==> src/rtl/apsp_pkg.sv <==
`timescale 1ns / 1ps
// Shared types and constants for the all-pairs shortest path block.
// Has no dependencies; apsp_cell and all_pairs_shortest_path import it.
package apsp_pkg;

    localparam int MAX_NODES_DEF = 64;
    localparam int DIST_W        = 32;
    localparam int WEIGHT_W      = 18;
    localparam int NODE_W        = 6;
    localparam int COUNT_W       = 7;
    // Widths that cover every legal MAX_NODES (up to 256).
    localparam int IDX_MAX_W     = 8;
    localparam int CNT_MAX_W     = 9;

    localparam logic [DIST_W-1:0] NO_EDGE = 32'd99999;

    typedef enum logic [1:0] {
        ACT_CLEAR = 2'd0,
        ACT_LOAD  = 2'd1,
        ACT_RUN   = 2'd2,
        ACT_READ  = 2'd3
    } action_t;

    // One element of a pivot row as it travels down the chain of cells.
    typedef struct packed {
        logic                 valid;
        logic [IDX_MAX_W-1:0] col;
        logic [DIST_W-1:0]    val;
    } strm_t;

    // Control broadcast from the sequencer to every cell.
    typedef struct packed {
        logic                 preload;
        logic [IDX_MAX_W-1:0] via;
        logic [CNT_MAX_W-1:0] n;
        logic                 clr_en;
        logic [IDX_MAX_W-1:0] clr_addr;
        logic                 ld_en;
        logic [IDX_MAX_W-1:0] ld_row;
        logic [IDX_MAX_W-1:0] ld_col;
        logic [DIST_W-1:0]    ld_data;
        logic [IDX_MAX_W-1:0] rb_addr;
    } ctrl_t;

endpackage

==> src/rtl/apsp_ram.sv <==
`timescale 1ns / 1ps
// Generic RAM with one write port and two registered read ports.
// No dependencies.
module apsp_ram #(
    parameter int WIDTH = 32,
    parameter int DEPTH = 64
) (
    input  logic                     clk,
    input  logic                     we,
    input  logic [$clog2(DEPTH)-1:0] waddr,
    input  logic [WIDTH-1:0]         wdata,
    input  logic [$clog2(DEPTH)-1:0] raddr_a,
    output logic [WIDTH-1:0]         rdata_a,
    input  logic [$clog2(DEPTH)-1:0] raddr_b,
    output logic [WIDTH-1:0]         rdata_b
);

    logic [WIDTH-1:0] mem [DEPTH];
    logic [WIDTH-1:0] rdata_a_reg;
    logic [WIDTH-1:0] rdata_b_reg;

    always_ff @(posedge clk)
    begin
        if (we)
        begin
            mem[waddr] <= wdata;
        end
        rdata_a_reg <= mem[raddr_a];
        rdata_b_reg <= mem[raddr_b];
    end

    assign rdata_a = rdata_a_reg;
    assign rdata_b = rdata_b_reg;

endmodule

==> src/rtl/apsp_cell.sv <==
`timescale 1ns / 1ps
// One cell of the relaxation chain: owns one row of the distance matrix.
// Depends on apsp_pkg and apsp_ram.
module apsp_cell #(
    parameter int ROW       = 0,
    parameter int MAX_NODES = 64
) (
    input  logic                  clk,
    input  logic                  rst_n,
    input  apsp_pkg::ctrl_t       ctrl,
    input  apsp_pkg::strm_t       strm_in,
    output apsp_pkg::strm_t       strm_out,
    output logic [apsp_pkg::DIST_W-1:0] rd_data
);
    import apsp_pkg::*;

    localparam int IW = $clog2(MAX_NODES);

    logic                 s0_valid_reg;
    logic [IW-1:0]        s0_col_reg;
    logic [DIST_W-1:0]    s0_val_reg;
    logic [DIST_W-1:0]    a_reg;
    logic                 pre_q_reg;
    logic                 out_valid_reg;
    logic [IDX_MAX_W-1:0] out_col_reg;
    logic [DIST_W-1:0]    out_val_reg;

    logic              active;
    logic              is_via;
    logic [IW-1:0]     raddr_a;
    logic [DIST_W-1:0] rdata_a;
    logic [DIST_W-1:0] sum;
    logic [DIST_W-1:0] newv;
    logic              we;
    logic [IW-1:0]     waddr;
    logic [DIST_W-1:0] wdata;

    assign active  = int'(ctrl.n) > ROW;
    assign is_via  = ctrl.via == IDX_MAX_W'(ROW);
    assign raddr_a = ctrl.preload ? IW'(ctrl.via) : IW'(strm_in.col);

    // Candidate path through the pivot: own row's pivot entry plus pivot row entry.
    assign sum  = a_reg + s0_val_reg;
    assign newv = ($signed(sum) < $signed(rdata_a)) ? sum : rdata_a;

    always_comb
    begin
        we    = 1'b0;
        waddr = IW'(ctrl.clr_addr);
        wdata = NO_EDGE;
        priority if (ctrl.clr_en)
        begin
            we    = 1'b1;
            waddr = IW'(ctrl.clr_addr);
            wdata = (ctrl.clr_addr == IDX_MAX_W'(ROW)) ? '0 : NO_EDGE;
        end
        else if (ctrl.ld_en && ctrl.ld_row == IDX_MAX_W'(ROW))
        begin
            we    = 1'b1;
            waddr = IW'(ctrl.ld_col);
            wdata = ctrl.ld_data;
        end
        else if (s0_valid_reg && active)
        begin
            we    = 1'b1;
            waddr = s0_col_reg;
            wdata = newv;
        end
    end

    apsp_ram #(
        .WIDTH (DIST_W),
        .DEPTH (MAX_NODES)
    ) u_row_ram (
        .clk     (clk),
        .we      (we),
        .waddr   (waddr),
        .wdata   (wdata),
        .raddr_a (raddr_a),
        .rdata_a (rdata_a),
        .raddr_b (IW'(ctrl.rb_addr)),
        .rdata_b (rd_data)
    );

    always_ff @(posedge clk or negedge rst_n)
    begin
        if (!rst_n)
        begin
            s0_valid_reg  <= 1'b0;
            pre_q_reg     <= 1'b0;
            out_valid_reg <= 1'b0;
        end
        else
        begin
            s0_valid_reg  <= strm_in.valid;
            pre_q_reg     <= ctrl.preload;
            out_valid_reg <= s0_valid_reg;
        end
    end

    always_ff @(posedge clk)
    begin
        s0_col_reg  <= IW'(strm_in.col);
        s0_val_reg  <= strm_in.val;
        out_col_reg <= IDX_MAX_W'(s0_col_reg);
        // The pivot's own row passes on its updated values to the rows below.
        out_val_reg <= is_via ? newv : s0_val_reg;
        if (pre_q_reg)
        begin
            a_reg <= rdata_a;
        end
        else if (s0_valid_reg && active && s0_col_reg == IW'(ctrl.via))
        begin
            a_reg <= newv;
        end
    end

    assign strm_out = {out_valid_reg, out_col_reg, out_val_reg};

endmodule

==> config.mk <==
export PLATFORM = sky130hd
export DESIGN_NAME = apsp_cell
export DESIGN_NICKNAME = d
export VERILOG_FILES = /design/src/rtl/apsp_pkg.sv /design/src/rtl/apsp_ram.sv /design/src/rtl/apsp_cell.sv
export SDC_FILE = /design/constraint.sdc
export NUM_CORES = 2
export LEC_CHECK = 0
export ABC_AREA = 1
export BUFFER_PORTS_ARGS = -buffer_cell sky130_fd_sc_hd__clkbuf_2
export CAP_MARGIN = 5
export CORE_MARGIN = 4
export CORE_UTILIZATION = 30
export DETAILED_ROUTE_END_ITERATION = 12
export PLACE_DENSITY_LB_ADDON = 0.12
export REMOVE_ABC_BUFFERS = 1
export SYNTH_ARGS = -nofsm -noshare
export SYNTH_HDL_FRONTEND = slang
export SYNTH_SLANG_ARGS = --single-unit
==> constraint.sdc <==
create_clock -name clk -period 14.91 [get_ports clk]
set_input_delay 0 -clock clk [delete_from_list [all_inputs] [get_ports clk]]
set_output_delay 0 -clock clk [all_outputs]
set_load 0.01 [all_outputs]
==> run summary <==
Hold endpoint: u_row_ram.mem[52][9]
Starting Density: 30.16%
Mux contribution to synthesized area: 0%
Fmax: 168.3 MHz
Drt wl/cell: 30.45 um
Combinational Power Share: 20.3%
Initial antenna violation count: 26
Worst-skew pair later-pin latency: 930 ps
Worst VDD drop: 0.08928 mV
FF-to-FF path depth: 24
Outcome: finished with violations
Max reg flops: 2048
Area leader, netlist: edfxtp_1
Clock power frac: 37.0%
Post-synthesis compound-gate area fraction: 21.39%
Fin Clk Skew: 69.89 ps
Xor/xnor cell area share of the yosys netlist: 0.1453%
Critical path data required time: 15230 ps
CTS resizes: 0
Starting DRT DRC Count: 11810
Avg Inst Size Synth: 9.682 um^2
Detailed Routing Iterations Pass 1: 10
Final Hold Violating Endpoints: 10
CP startpoint kind: flip-flop
Post-Syn Area: 108500 um^2
Hold Startpoint: ctrl[17]
Fin crit period: 5942 ps
Fin Hold WS: -18.69 ps
Layout cells sized above 1: 8.440%
NumNets Final: 11300
RR Startpoint: a_reg[24]
Reg area: 65340 um^2
Setup Viol. Count Final: 0
Yosys reg bits: 2223
Post-synth top flop: edfxtp_1
Num ports: 200
H-tree Lvls: 5
GRT Total Usage: 25.28%
Die width: 609.4 um
Post-DRT Antenna Nets: 0
Switching power: 5.649 mW
Worst Tran Pin Value: 1466 ps
Max-slew headroom: 2.285%
Most common cell in the synthesized netlist: o21ai_0
Global placement routability congestion: 0.8806
Int Pwr: 12.29 mW
Largest net degree at the start of global routing: 177
First-pass GRT wire length: 679900 um
CTS clk-pin slew, worst paths: 60 ps
Leak: 42.11 nW
Fraction of power consumed by sequential logic: 42.7%
Failing checks: DRC, hold timing
Ys async rst share: 0.1350%
Number of synthesized flops with an enable pin: 2080
Simple-Gate Fraction of Synth Area: 11.88%
Core Region: 359800 um^2
RSZ-0062 raised after global routing: no
Synth area leaders: edfxtp_1, o21ai_0, nor2_1
Final period utilization: 39.85%
Layout area overhead: 14.66%
GRT Residual Overflow: 0
Register area share after synthesis: 60.22%
Total wire length: 490400 um
Clock buffer count from CTS: 274
Cell variety after synth: 49
Worst hold path type: primary input to flip-flop
CTS Sinks: 2223
Vias: 93440
Hold Path Depth: 5
CTS Buffer Depth: 4
CTS tree: done
Adder-Cell Fraction of Synth Area: 0.7335%
Die footprint: 371300 um^2
# DRC: 2
Largest family of logic cells by synthesized area: compound AO/OA/AOI/OAI gates
Final core utilization: 34.58%
Share of the synthesized area in the top cell type: 57.57%
I/O Buffers: 191
Pwr Density: 144.2 nW/um^2
DP HPWL: 271200 um
Worst Setup End Kind: flip-flop
Post-synthesis cell count: 11210
Max cap viols: 0
Yosys warns: 0
Synth cell count leaders: o21ai_0, edfxtp_1, nor2_1
Sw Share: 31.48%
Largest Register: u_row_ram.mem
Flop-to-flop setup slack: 8970 ps
CP Max Fanout: 64
Std cell rows: 220
CTS Root Cell: clkbuf_16
Vias in the first global route: 89850
Final Power: 17.94 mW
CP arrival: 6270 ps
Final setup TNS: 0 ps
WS Path Type: flip-flop to flip-flop
Vias per cell: 5.802
Fin. max-slew vios: 0
Layout fillers: 35860
Multi-input logic area: 37900 um^2
RR Endpoint: u_row_ram.mem[25][10]
Die Ht: 609.4 um
kinds of logic (layout without fill, tap and decap cells):
| family | count (synthesis) | in the layout |
|---|---|---|
| flip-flops | 2223 | 2223 |
| XOR/XNOR | 18 | 18 |
| adder cells (fa/ha/maj) | 63 | 63 |
| other | 1 | 6 |
| AO/OA/AOI/OAI | 4151 | 4151 |
| AND/OR/NAND/NOR | 3232 | 3232 |
| buffers and inverters | 1518 | 1638 |
worst max-delay path, cell delays in order (launching register included):
cell	delay [ps]
edfxtp_1	440
ha_1	420
nand2_1	130
nor2_1	220
nand2_1	160
nor3_1	160
nand2_1	150
nand2_1	100
nand2_1	50
nand2_1	160
inv_1	60
ha_1	280
a21oi_1	290
o21ai_0	160
nand2_1	80
nand2_1	40
a21oi_1	200
nand2_1	100
nand2_1	70
buf_4	340
nand2_1	600
nand2_1	200
nand3_1	80
nand2_1	80
nand2_2	680
final cells by class:
cell class | instances | area share [%]
flip-flops and latches | 2223 | 52.52
multi-input cells | 7466 | 30.46
clock inverters | 132 | 0.9746
repair buffers | 549 | 3.361
clock buffers | 361 | 6.017
well taps | 4773 | 4.801
inverters | 596 | 1.856
diodes | 4 | 0.008046
worst max path at each step:
stage / start / end / cells past startpoint
2_1_floorplan: strm_in[32] / u_row_ram.rdata_a[1] / 11
3_3_place_gp: a_reg[17] / u_row_ram.mem[36][3] / 24
3_5_place_dp: a_reg[0] / u_row_ram.mem[59][3] / 26
4_1_cts: a_reg[18] / u_row_ram.mem[50][3] / 24
5_1_grt: a_reg[0] / u_row_ram.mem[15][10] / 26
6_report: a_reg[24] / u_row_ram.mem[25][10] / 24
metal layers:
layer / vias to the layer above / part of all wire (%) / GRT usage, %
li1: 40500 / - / -
met1: 46690 / 42 / 34.15
met2: 5163 / 45 / 39.90
met3: 1074 / 8.6 / 4.133
met5: - / 0.012 / 0
met4: 8 / 4.9 / 11.28
power by group through the flow:
stage	clock network, mW	registers (mW)	logic, mW
6_report	6.63	7.67	3.64
2_1_floorplan	0	7.81	2.05
5_1_grt	7.04	7.68	3.96
3_5_place_dp	0	7.80	3.58
4_1_cts	6.77	7.67	3.61
3_3_place_gp	0	7.80	3.56
stage by stage:
stage	area (um^2)	std cells	worst slack [ps]	hold slack (ps)
floorplan	104600	10290	-45950	-295.6
global placement	114600	15500	8814	-115.1
detailed placement	114600	15500	8848	-113.6
CTS	124300	16100	8818	7.015
finish	124400	16100	8968	-18.69
global route	124400	16100	8417	17.71
cells in the final DEF, fill, tap and decap left out, drive strengths merged, types with 6 or more instances in the layout:
cell type,netlist,final
a211oi,6,6
a21oi,520,520
buf,302,263
bufinv,0,19
clkbuf,620,545
clkinv,3,99
dfxtp,140,140
dlygate4sd3,0,102
edfxtp,2080,2080
ha,62,62
inv,593,608
nand2,785,785
nand3,506,506
nand3b,6,6
nand4,12,12
nor2,1896,1896
nor3,11,11
o211ai,462,462
o21ai,2510,2510
o221ai,102,102
o22ai,471,471
o311ai,59,59
o31ai,9,9
or2,7,7
xor2,14,14
repair_timing:
item / 4_1_cts / 5_1_grt
endpoints found under the hold margin: 757 / 0
hold buffers: 102 / 0
setup buffers: 0 / 0
(Power assumes the default switching activity.)
